`src/sv/utd_pkg.sv`:
```
// Shared types and constants for the UTF-8 to UTF-16 decoder.
`timescale 1ns / 1ps
package utd_pkg;

    // Default depth of the job queue between front and back
    localparam int unsigned UTD_FIFO_DEPTH = 4;

    // Byte class tags, compared against the top bits of a byte
    localparam logic [1:0] TAG_CONT  = 2'b10;     // 10xxxxxx
    localparam logic [2:0] TAG_LEAD2 = 3'b110;    // one continuation byte
    localparam logic [3:0] TAG_LEAD3 = 4'b1110;   // two
    localparam logic [4:0] TAG_LEAD4 = 5'b11110;  // three
    localparam logic [5:0] TAG_LEAD5 = 6'b111110; // four
    localparam logic [6:0] TAG_LEAD6 = 7'b1111110; // five

    // Surrogate bases and pair offset
    localparam logic [15:0] SURR_HIGH_BASE = 16'hD800;
    localparam logic [15:0] SURR_LOW_BASE  = 16'hDC00;
    localparam logic [19:0] PAIR_OFFSET    = 20'h10000;

    // One decoded job handed from front to back
    typedef struct packed {
        logic        pair;  // value above 0xFFFF, emit a surrogate pair
        logic        term;  // zero terminator
        logic [19:0] value; // low 20 bits of the code point
    } t_job;

endpackage

```
`src/sv/utd_front.sv`:
```
// Front end: classifies each byte, gathers sequence bits, issues jobs.
`timescale 1ns / 1ps
module utd_front
    import utd_pkg::*;
(
    input  logic       i_clk,
    input  logic       i_rst_n,
    input  logic       i_accept,
    input  logic [7:0] i_byte_in,
    output logic       o_job_valid,
    output t_job       o_job
);

    logic [19:0] r_acc;   // low 20 payload bits gathered so far
    logic        r_hi;    // some payload bit above bit 19 was set
    logic [2:0]  r_rem;   // continuation bytes still expected

    logic [19:0] n_acc;
    logic        n_hi;
    logic [2:0]  n_rem;
    logic [19:0] cont_acc;
    logic        cont_hi;

    // Shift six payload bits in, remembering anything pushed past bit 19
    assign cont_acc = {r_acc[13:0], i_byte_in[5:0]};
    assign cont_hi  = r_hi | (|r_acc[19:14]);

    // Decode the byte against the open sequence
    always_comb begin
        n_acc       = r_acc;
        n_hi        = r_hi;
        n_rem       = r_rem;
        o_job_valid = 1'b0;
        o_job       = '{pair: 1'b0, term: 1'b0, value: '0};
        if (i_accept) begin
            priority if (i_byte_in == 8'h00) begin
                n_acc       = '0;
                n_hi        = 1'b0;
                n_rem       = '0;
                o_job_valid = 1'b1;
                o_job.term  = 1'b1;
            end else if (r_rem != 3'd0 && i_byte_in[7:6] == TAG_CONT) begin
                n_acc = cont_acc;
                n_hi  = cont_hi;
                n_rem = r_rem - 3'd1;
                if (r_rem == 3'd1) begin
                    n_acc       = '0;
                    n_hi        = 1'b0;
                    o_job_valid = 1'b1;
                    o_job.value = cont_acc;
                    o_job.pair  = cont_hi | (|cont_acc[19:16]);
                end
            end else begin
                // Fresh byte: any open sequence is dropped
                n_acc = '0;
                n_hi  = 1'b0;
                n_rem = '0;
                priority if (i_byte_in[7] == 1'b0) begin
                    o_job_valid = 1'b1;
                    o_job.value = {12'd0, i_byte_in};
                end else if (i_byte_in[7:5] == TAG_LEAD2) begin
                    n_acc = {15'd0, i_byte_in[4:0]};
                    n_rem = 3'd1;
                end else if (i_byte_in[7:4] == TAG_LEAD3) begin
                    n_acc = {16'd0, i_byte_in[3:0]};
                    n_rem = 3'd2;
                end else if (i_byte_in[7:3] == TAG_LEAD4) begin
                    n_acc = {17'd0, i_byte_in[2:0]};
                    n_rem = 3'd3;
                end else if (i_byte_in[7:2] == TAG_LEAD5) begin
                    n_acc = {18'd0, i_byte_in[1:0]};
                    n_rem = 3'd4;
                end else if (i_byte_in[7:1] == TAG_LEAD6) begin
                    n_acc = {19'd0, i_byte_in[0]};
                    n_rem = 3'd5;
                end else begin
                    // Stray continuation, 0xFE or 0xFF: drop
                    n_rem = '0;
                end
            end
        end
    end

    // Hold sequence state
    always_ff @(posedge i_clk) begin
        if (!i_rst_n) begin
            r_acc <= '0;
            r_hi  <= 1'b0;
            r_rem <= '0;
        end else begin
            r_acc <= n_acc;
            r_hi  <= n_hi;
            r_rem <= n_rem;
        end
    end

endmodule

```
`src/sv/utd_fifo.sv`:
```
// Short job queue between the front and back ends.
`timescale 1ns / 1ps
module utd_fifo
    import utd_pkg::*;
#(
    parameter int unsigned DEPTH = UTD_FIFO_DEPTH
) (
    input  logic i_clk,
    input  logic i_rst_n,
    input  logic i_push,
    input  t_job i_data,
    input  logic i_pop,
    output t_job o_data,
    output logic o_empty,
    output logic o_full
);

    localparam int unsigned AW = (DEPTH > 1) ? $clog2(DEPTH) : 1;
    localparam int unsigned CW = $clog2(DEPTH + 1);

    t_job          r_mem [DEPTH];
    logic [AW-1:0] r_wr_ptr;
    logic [AW-1:0] r_rd_ptr;
    logic [CW-1:0] r_count;

    logic do_push;
    logic do_pop;

    assign o_empty = (r_count == CW'(0));
    assign o_full  = (r_count == CW'(DEPTH));
    assign o_data  = r_mem[r_rd_ptr];
    assign do_push = i_push && !o_full;
    assign do_pop  = i_pop && !o_empty;

    // Write the entry
    always_ff @(posedge i_clk) begin
        if (do_push) begin
            r_mem[r_wr_ptr] <= i_data;
        end
    end

    // Advance pointers and count
    always_ff @(posedge i_clk) begin
        if (!i_rst_n) begin
            r_wr_ptr <= '0;
            r_rd_ptr <= '0;
            r_count  <= '0;
        end else begin
            if (do_push) begin
                r_wr_ptr <= (r_wr_ptr == AW'(DEPTH - 1)) ? '0 : r_wr_ptr + AW'(1);
            end
            if (do_pop) begin
                r_rd_ptr <= (r_rd_ptr == AW'(DEPTH - 1)) ? '0 : r_rd_ptr + AW'(1);
            end
            if (do_push && !do_pop) begin
                r_count <= r_count + CW'(1);
            end else if (do_pop && !do_push) begin
                r_count <= r_count - CW'(1);
            end
        end
    end

endmodule

```
`src/sv/utd_back.sv`:
```
// Back end: turns jobs into UTF-16 units in an output register.
`timescale 1ns / 1ps
module utd_back
    import utd_pkg::*;
(
    input  logic        i_clk,
    input  logic        i_rst_n,
    input  t_job        i_job,
    input  logic        i_job_empty,
    output logic        o_job_pop,
    input  logic        i_pop,
    output logic        o_empty,
    output logic [15:0] o_code_unit,
    output logic        o_run_end,
    output logic        o_string_end
);

    typedef enum logic {
        PH_FIRST,
        PH_SECOND
    } t_phase;

    t_phase      r_phase;
    logic        r_valid;
    logic [15:0] r_unit;
    logic        r_run_end;
    logic        r_str_end;

    logic        out_free;
    logic [19:0] pair_val;
    logic [15:0] high_unit;
    logic [15:0] low_unit;

    // Split the value above 0xFFFF into two surrogates
    assign pair_val  = i_job.value - PAIR_OFFSET;
    assign high_unit = SURR_HIGH_BASE + {6'd0, pair_val[19:10]};
    assign low_unit  = SURR_LOW_BASE + {6'd0, pair_val[9:0]};

    assign out_free  = !r_valid || i_pop;
    assign o_job_pop = out_free && !i_job_empty &&
                       (r_phase == PH_SECOND || !i_job.pair);

    // Load the output register from the head job
    always_ff @(posedge i_clk) begin
        if (!i_rst_n) begin
            r_phase   <= PH_FIRST;
            r_valid   <= 1'b0;
            r_unit    <= '0;
            r_run_end <= 1'b0;
            r_str_end <= 1'b0;
        end else if (out_free) begin
            if (i_job_empty) begin
                r_valid <= 1'b0;
            end else begin
                r_valid <= 1'b1;
                unique case (r_phase)
                    PH_FIRST: begin
                        if (i_job.pair) begin
                            r_unit    <= high_unit;
                            r_run_end <= 1'b0;
                            r_str_end <= 1'b0;
                            r_phase   <= PH_SECOND;
                        end else begin
                            r_unit    <= i_job.value[15:0];
                            r_run_end <= 1'b1;
                            r_str_end <= i_job.term;
                        end
                    end
                    PH_SECOND: begin
                        r_unit    <= low_unit;
                        r_run_end <= 1'b1;
                        r_str_end <= 1'b0;
                        r_phase   <= PH_FIRST;
                    end
                    default: r_phase <= PH_FIRST;
                endcase
            end
        end
    end

    assign o_empty      = !r_valid;
    assign o_code_unit  = r_unit;
    assign o_run_end    = r_run_end;
    assign o_string_end = r_str_end;

endmodule

```
`src/sv/utf8_to_utf16_decoder.sv`:
```
// Top level of the UTF-8 to UTF-16 stream decoder.
//
//  Channel  | Handshake              | Payload
//  ---------+------------------------+-----------------------------------------
//  byte in  | i_push / o_full        | i_byte_in[7:0]
//  unit out | o_empty / i_pop        | o_code_unit[15:0], o_run_end, o_string_end
//
// One byte is taken every cycle while the job queue has room; the front end
// decodes it in that cycle. The back end issues one unit a cycle from its
// output register while units are popped, so a surrogate pair occupies it
// for both its units and the queue absorbs the delay. Reset needs no clearing
// pass. A stall on the output fills the queue and then raises o_full.
`timescale 1ns / 1ps
module utf8_to_utf16_decoder
    import utd_pkg::*;
#(
    parameter int unsigned FifoDepth = UTD_FIFO_DEPTH
) (
    input  logic        i_clk,
    input  logic        i_rst_n,
    input  logic        i_push,
    output logic        o_full,
    input  logic [7:0]  i_byte_in,
    output logic        o_empty,
    input  logic        i_pop,
    output logic [15:0] o_code_unit,
    output logic        o_run_end,
    output logic        o_string_end
);

    logic accept;
    logic job_valid;
    t_job job_in;
    t_job job_head;
    logic job_empty;
    logic job_pop;

    assign accept = i_push && !o_full;

    // Classify and gather bytes
    utd_front u_front (
        .i_clk       (i_clk),
        .i_rst_n     (i_rst_n),
        .i_accept    (accept),
        .i_byte_in   (i_byte_in),
        .o_job_valid (job_valid),
        .o_job       (job_in)
    );

    // Queue jobs between the two ends
    utd_fifo #(
        .DEPTH (FifoDepth)
    ) u_fifo (
        .i_clk   (i_clk),
        .i_rst_n (i_rst_n),
        .i_push  (job_valid),
        .i_data  (job_in),
        .i_pop   (job_pop),
        .o_data  (job_head),
        .o_empty (job_empty),
        .o_full  (o_full)
    );

    // Emit units
    utd_back u_back (
        .i_clk        (i_clk),
        .i_rst_n      (i_rst_n),
        .i_job        (job_head),
        .i_job_empty  (job_empty),
        .o_job_pop    (job_pop),
        .i_pop        (i_pop),
        .o_empty      (o_empty),
        .o_code_unit  (o_code_unit),
        .o_run_end    (o_run_end),
        .o_string_end (o_string_end)
    );

    // Terminator is a zero unit that closes its run
    a_term_unit: assert property (@(posedge i_clk) disable iff (!i_rst_n)
        (!o_empty && o_string_end) |-> (o_code_unit == 16'd0 && o_run_end))
        else $error("terminator unit malformed");

    // A unit that does not close its run is a high surrogate
    a_high_surr: assert property (@(posedge i_clk) disable iff (!i_rst_n)
        (!o_empty && !o_run_end) |-> (o_code_unit[15:10] == SURR_HIGH_BASE[15:10]))
        else $error("open run on a non high surrogate unit");

    // A popped high surrogate is followed at once by its low half
    a_low_follows: assert property (@(posedge i_clk) disable iff (!i_rst_n)
        (!o_empty && !o_run_end && i_pop) |=>
            (!o_empty && o_run_end && o_code_unit[15:10] == SURR_LOW_BASE[15:10]))
        else $error("low surrogate missing after high surrogate");

    // Reset leaves both sides idle
    a_reset_idle: assert property (@(posedge i_clk)
        !i_rst_n |=> (!o_full && o_empty))
        else $error("not idle after reset");

endmodule

```
`config.mk`:
```
export PLATFORM = sky130hd
export DESIGN_NAME = utf8_to_utf16_decoder
export DESIGN_NICKNAME = d
export VERILOG_FILES = /design/src/sv/utd_pkg.sv /design/src/sv/utd_front.sv /design/src/sv/utd_fifo.sv /design/src/sv/utd_back.sv /design/src/sv/utf8_to_utf16_decoder.sv
export SDC_FILE = /design/constraint.sdc
export NUM_CORES = 1
export LEC_CHECK = 0
export BUFFER_PORTS_ARGS = -buffer_cell sky130_fd_sc_hd__clkbuf_2
export CAP_MARGIN = 0
export CORE_ASPECT_RATIO = 1.25
export CORE_MARGIN = 2
export CORE_UTILIZATION = 55
export CTS_CLUSTER_DIAMETER = 150
export DETAILED_ROUTE_END_ITERATION = 12
export PLACE_DENSITY = 0.73
export SLEW_MARGIN = 25
export SYNTH_ARGS = -nofsm -noshare
export SYNTH_HDL_FRONTEND = slang
export SYNTH_SLANG_ARGS = --single-unit
```
`constraint.sdc`:
```
create_clock -name i_clk -period 5.2 [get_ports i_clk]
set_clock_uncertainty 0.15 [all_clocks]
set_input_delay 0.26 -clock i_clk [delete_from_list [all_inputs] [get_ports i_clk]]
set_output_delay 0.26 -clock i_clk [all_outputs]
set_load 0.02 [all_outputs]
```
# [Word-level counts from Yosys, hierarchy flattened]
# Memory sizes are Yosys's and may differ from the RTL's. A register that Yosys moved wholly into a read port is not among the register bits.
# Index checks and enable logic that the tools add are counted.
[op_classes] n_addsub=8 n_mul=0 n_div=0 n_lt_le_gt_ge=0 eq_ne=10 shift=0 n_mux=51 n_bitwise=4 reduce_logical=23
[op_table] operator="two-way mux 20 bit" count=11
[op_table] operator="adder 15 x 11 -> 16 bit, first input constant" count=2
[op_table] operator="one-hot mux 16 bit (2 select lines)" count=1
[op_table] operator="two-way mux 3 bit" count=10
[op_table] operator="two-way mux 22 bit" count=1
[op_table] operator="subtractor 20 x 17 -> 20 bit, second input constant" count=1
[op_table] operator="two-way mux 1 bit" count=19
[op_table] operator="two-way mux 16 bit" count=1
[op_table] operator="logical AND 1 bit" count=8
[op_table] operator="zero test 8 bit" count=1
[op_table] operator="two-way mux 2 bit" count=4
[op_table] operator="== test 7 bit, second input constant" count=1
[op_table] operator="two-way mux 7 bit" count=1
[op_table] operator="== test 2 bit, second input constant" count=3
[op_table] operator="== test 3 bit, second input constant" count=2
[op_table] operator="== test 6 bit, second input constant" count=1
[op_table] operator="zero test 1 bit" count=6
[op_table] operator="one-hot mux 1 bit (2 select lines)" count=3
[op_table] operator="OR reduction 6 bit" count=1
[op_table] operator="subtractor 3 x 1 -> 3 bit, second input constant" count=2
[op_table] operator="== test 5 bit, second input constant" count=1
[op_table] operator="adder 2 x 1 -> 2 bit, second input constant" count=2
[op_table] operator="== test 4 bit, second input constant" count=1
[op_table] operator="OR reduction 4 bit" count=1
[op_table] operator="other kinds (9)" count=12
[word_totals] ff_bits=51 latch_bits=0 ram_bits=88 romBits=0 in_bits=12 out_inout_bits=20 word_cells=108 mem_count=1
[memory_table] memory="u_fifo.r_mem" words=4 word_bits=22 read_ports=1 rd_clocked_by_memory_dff=1 wr=1 line="utd_fifo.sv:21" source="t_job r_mem [DEPTH];"

# [Logic depth before layout (Yosys ltp)]
[logic_depth] depth_word=10 depth_mapped=12 depth_no_buf=11

# [Modules after synthesis]
# From an unflattened synthesis, not the netlist that was laid out.
[hier_totals] cells_unflattened=413 hier_area_um2=5931.9
[modules_own_cells] mod="utd_fifo" instances=1 cells_each=165 area_each_um2=3731.1
[modules_own_cells] mod="utd_front" instances=1 cells_each=135 area_each_um2=1249.9
[modules_own_cells] mod="utd_back" instances=1 cells_each=112 area_each_um2=937.1
[modules_own_cells] mod="utf8_to_utf16_decoder" instances=1 cells_each=1 area_each_um2=13.8

# [Worst setup path after synthesis]
# No wires, ideal clock.
[synth_timing] path_type="register to register" startpoint="register u_front.r_rem[0]" endpoint="register u_fifo.r_count[2]" arrival_ns=2.612 required_time_ns=4.974 slack_ns=2.363 stages_incl_launch_ff=12 synth_period_minus_slack_ns=2.837 path_cell_list="dfxtp_1 inv_1 ha_1 o31a_1 nor2_1 clkbuf_1 ha_1 inv_1 fa_1 xor2_1 or3_1 a21boi_0"
[synth_between] elab_chain_cells=9 elab_cells_between_ends=13
[synth_lines] item="start, declared" line="utd_front.sv:16" source="logic [2:0] r_rem;"
[synth_lines] item="start signal, assigned" line="utd_front.sv:93" source="r_rem <= n_rem;"
[synth_lines] item="== test 3 x 1 -> 1 bit or nonzero test 3 bit (tied branches)" line="utd_front.sv:46, utd_front.sv:42"
[synth_lines] item="two-way mux 1 bit or logical AND 1 bit (tied branches)" line="utd_front.sv:46, utd_front.sv:42"
[synth_lines] item="two-way mux 1 bit (*)" line="utd_front.sv:42" source="end else if (r_rem != 3'd0 && i_byte_in[7:6] == TAG_CONT) begin"
[synth_lines] item="two-way mux 1 bit (*)" line="utd_front.sv:36" source="priority if (i_byte_in == 8'h00) begin"
[synth_lines] item="two-way mux 1 bit (*)" line="utd_front.sv:35" source="if (i_accept) begin"
[synth_lines] item="logical AND 1 bit (*)" line="utd_fifo.sv:32" source="assign do_push = i_push && !o_full;"
[synth_lines] item="named net u_fifo.do_push" line="utd_fifo.sv:26" source="logic do_push;"
[synth_lines] item="zero test 1 bit" line="utd_fifo.sv:57" source="end else if (do_pop && !do_push) begin"
[synth_lines] item="logical AND 1 bit" line="utd_fifo.sv:57"
[synth_lines] item="nonzero test 2 bit (no source line)"
[synth_lines] item="end signal, assigned" line="utd_fifo.sv:56" source="r_count <= r_count + CW'(1);"
[synth_lines] item="end signal, assigned" line="utd_fifo.sv:58" source="r_count <= r_count - CW'(1);"
[synth_lines] item="end, declared" line="utd_fifo.sv:24" source="logic [CW-1:0] r_count;"
# Mark *: on every way through the listed nets, which the timed path passes. The rest lies on a longest branch.
# A chain may end at the register's enable or synchronous reset.

# [Worst setup path in the final report]
[layout_timing] startpoint="register u_fifo.r_count[0]" endpoint="register u_fifo.r_count[2]"
[layout_between] elab_chain_cells=8 elab_cells_between_ends=19
[layout_lines] item="== test 3 bit or zero test 3 bit (tied branches)" line="utd_fifo.sv:30, utd_fifo.sv:29"
[layout_lines] item="zero test 1 bit, on equally long branches"
[layout_lines] item="logical AND 1 bit, on equally long branches" line="utf8_to_utf16_decoder.sv:38, utd_back.sv:40"
[layout_lines] item="two-way mux 1 bit or logical AND 1 bit (tied branches)" line="utd_front.sv:35, utd_back.sv:40"
[layout_lines] item="logical AND 1 bit, on equally long branches" line="utd_fifo.sv:32, utd_fifo.sv:33"
[layout_lines] item="zero test 1 bit, on equally long branches" line="utd_fifo.sv:57, utd_fifo.sv:55"
[layout_lines] item="logical AND 1 bit, on equally long branches" line="utd_fifo.sv:57, utd_fifo.sv:55"
[layout_lines] item="nonzero test 2 bit (no source line) or two-way mux 3 bit (tied branches)"
# Several ways; a longest one is shown, not always the timed one. The select of a mux whose other input is x is not followed.

==> results.json <==
{
  "worst_setup_path_end_kind": "register",
  "holdCritStartpoint": "i_byte_in[2]",
  "setup_violations": 0,
  "postSynthAreaPerCell_um2": 14.3,
  "power.switching_mw": 1.03,
  "wl_um": 11000,
  "vias": 3461,
  "gp_congestion": 0.851,
  "die_h_um": 119,
  "syn-cell-area_um2": 5850,
  "grt_usage_pct": 21.5,
  "io_buffers": 31,
  "p_per_area_nw_per_um2": 507,
  "slowest_stage": "nor2_1",
  "place_hpwl_um": 7210,
  "dieArea_um2": 11500,
  "clk_path_buf_depth": 2,
  "synth_seq_area_share_pct": 63.4,
  "p_comb_share_pct": 25.1,
  "clock_sinks": 141,
  "setup_ws_ps": 1870,
  "finalMaxSlewViolations": 0,
  "wl_per_cell_um": 18.8,
  "via_per_inst": 5.92,
  "timing.final.crit_share_pct": 64.0,
  "die_w_um": 96.2,
  "path_delay_family": "simple AND/OR/NAND/NOR gates",
  "yosys_register_bits": 141,
  "p_int_mw": 2.35,
  "netlist_instances": 408,
  "path_clk_slew_ps": 60,
  "finalPower_mw": 3.39,
  "path_buf_inv": 1,
  "power.leakage_nw": 2.51,
  "cts_setup_buffers": 0,
  "dp.cells": 551,
  "hold_violations": 0,
  "synth_edf_count": 88,
  "cts_resized": 0,
  "netlist_top_cells_count": "edfxtp_1 (88), dfxtp_1 (53), nor2b_1 (26)",
  "grt_pass1_vias": 3499,
  "status": "finished clean",
  "yosys.area.top_type": "edfxtp_1",
  "cts_buffers": 17,
  "reg2reg_from": "u_fifo.r_count[0]",
  "crit_chain": "nor3b_1 -> nand2b_2 -> nor2_1 -> ha_1 -> inv_1 -> fa_1 -> xor2_1 -> or3_1 -> a21boi_0",
  "grt_overflow_total": 0,
  "root_buffer": "clkbuf_16",
  "rows": 42,
  "yosysUniqueCellTypes": 51,
  "synth_top_area_share_pct": 45.2,
  "fill_cells": 742,
  "worstMarginPinSlew_ps": 932,
  "max_freq_ghz": 0.300,
  "dr.pass1.iters": 5,
  "path_max_fanout": 28,
  "p_sw_share_pct": 30.5,
  "ant_nets": 0,
  "relSlewSlack_pct": 37.9,
  "seqPwrFrac_pct": 40.4,
  "io_pins": 32,
  "rsz0062_at_grt": "false",
  "synth.most_common_cell": "edfxtp_1",
  "yosysWarnings": 0,
  "route.detailed.drc": 0,
  "synthFlopType": "edfxtp_1",
  "max_stage_delay_ps": 660,
  "tritoncts": "yes",
  "tns_ps": 0,
  "area_growth_pct": 14.3,
  "worstSkewPairLatency_ps": 420,
  "cts-htree-levels": 4,
  "criticalPathCategory": "register to register",
  "layout.cells.non_filler": 585,
  "diodes": 0,
  "vdd_ir_drop_max_mv": 0.265,
  "min_period_ps": 3330,
  "final_area_um2": 6680,
  "async_reset_ff_share_pct": 0,
  "drtIter0Drc": 278,
  "max_cap_viol_count": 0,
  "required_ps": 5400,
  "ff_latch_area_um2": 3700,
  "crit_path_start_kind": "register",
  "power.clock.fraction_pct": 34.5,
  "crit_start": "u_fifo.r_count[0]",
  "grt_pass1_wl_um": 18000,
  "antenna_found_initial": 0,
  "start_util_pct": 55.9,
  "synth_area_leaders": "edfxtp_1 (45%), dfxtp_1 (18%), mux4_2 (7.7%)",
  "min_path_type": "input pin to register",
  "dpl_cell_area_um2": 6070,
  "drive_above_1_share_pct": 22.1,
  "multi_input_area_um2": 1990,
  "detailedPlace.worstSlack_ps": 1580,
  "layout.nets": 463,
  "syn_nets": 431,
  "coreArea_um2": 10500,
  "grt_max_degree": 54,
  "worstPathArrival_ps": 3530
}
[metrics by stage]
stage | hold WS (ps) | utilization (%)
6_report | 30.5 | 63.9
3_3_place_gp | 309 | 58.0
3_5_place_dp | 310 | 58.0
2_1_floorplan | 266 | -
5_1_grt | 40.9 | 63.9
4_1_cts | 20.0 | 63.7
[layout make-up]
cell class              count  area share, %
clock buffers              18           6.42
clock inverters            14           2.19
inverters                  13          0.730
multi-input cells         231           29.8
flip-flops and latches    141           55.4
well taps                 132           2.47
repair buffers             36           2.96
[sequential cells by signal, indices dropped and copies added, names as in the netlist, named ones only]
| register | count |
|---|---|
| u_fifo.r_mem | 88 |
| u_front.r_acc | 20 |
| u_back.o_code_unit | 16 |
| u_fifo.r_count | 3 |
| u_front.r_rem | 3 |
| u_fifo.r_rd_ptr | 2 |
| u_fifo.r_wr_ptr | 2 |
| u_back.o_run_end | 1 |
| u_back.o_string_end | 1 |
| u_back.r_phase | 1 |
| u_back.r_valid | 1 |
| u_front.r_hi | 1 |
[layer usage]
layer  up-vias  wire length, µm  global-route usage, %  part of all wire, %
met3        18              553                   5.88                  5.0
met4         0              167                   7.95                  1.5
met1      1721             4550                   27.8                   41
met5         -                0                      0                    0
li1       1612                -                      -                    -
met2       110             5730                   34.4                   52
[power groups by stage]
stage	clock, mW	combinational (mW)	sequential, mW
after floorplan	0	0.586	1.46
after global placement	0	0.830	1.38
after detailed placement	0	0.848	1.39
after CTS	1.19	0.855	1.37
after global routing	1.23	0.946	1.38
final	1.17	0.850	1.37
[path summary, 6_finish.rpt]
check / slack [ps] / cells after the start / endpoint
min: 30 / 3 / u_front.r_acc[2]
min reg2reg: 310 / 2 / u_front.r_hi
max: 1870 / 9 / u_fifo.r_count[2]
max reg2reg: 1870 / 9 / u_fifo.r_count[2]
[timing repair]
item,4_1_cts,5_1_grt
hold endpoints to repair,2,0
hold buffers,2,0
setup endpoints to repair,0,0
[tightest hold or removal path, stage by stage]
cell	delay [ps]
clkbuf_2	130
nand3_1	80
a21boi_0	70
[cell usage in the layout (no fill, tap or decap), types with 4 or more instances in the layout]
| cell | n |
|---|---|
| edfxtp_1 | 88 |
| dfxtp_1 | 53 |
| clkbuf_2 | 31 |
| nor2b_1 | 26 |
| nand2_1 | 24 |
| mux4_2 | 20 |
| a22oi_1 | 19 |
| clkbuf_16 | 17 |
| and3_1 | 14 |
| inv_1 | 13 |
| a21boi_0 | 10 |
| mux2i_1 | 10 |
| ha_1 | 10 |
| nor2_1 | 9 |
| o211a_1 | 8 |
| and2_1 | 7 |
| nand3_1 | 7 |
| o21ai_0 | 7 |
| a21oi_1 | 6 |
| nor4_1 | 4 |
| and2_2 | 4 |
| xnor2_1 | 4 |
| o221a_2 | 4 |
| clkinv_4 | 4 |
[cells by family after synthesis]
kind of cell | after synthesis | synth area share [%]
adder cells (fa/ha/maj) | 11 | 2.48
multiplexers | 32 | 10.3
flip-flops | 141 | 63.4
buffers and inverters | 36 | 2.87
XOR/XNOR | 5 | 0.749
AND/OR/NAND/NOR | 113 | 11.0
AO/OA/AOI/OAI | 70 | 9.27
Power figures use the tool's default switching activity.
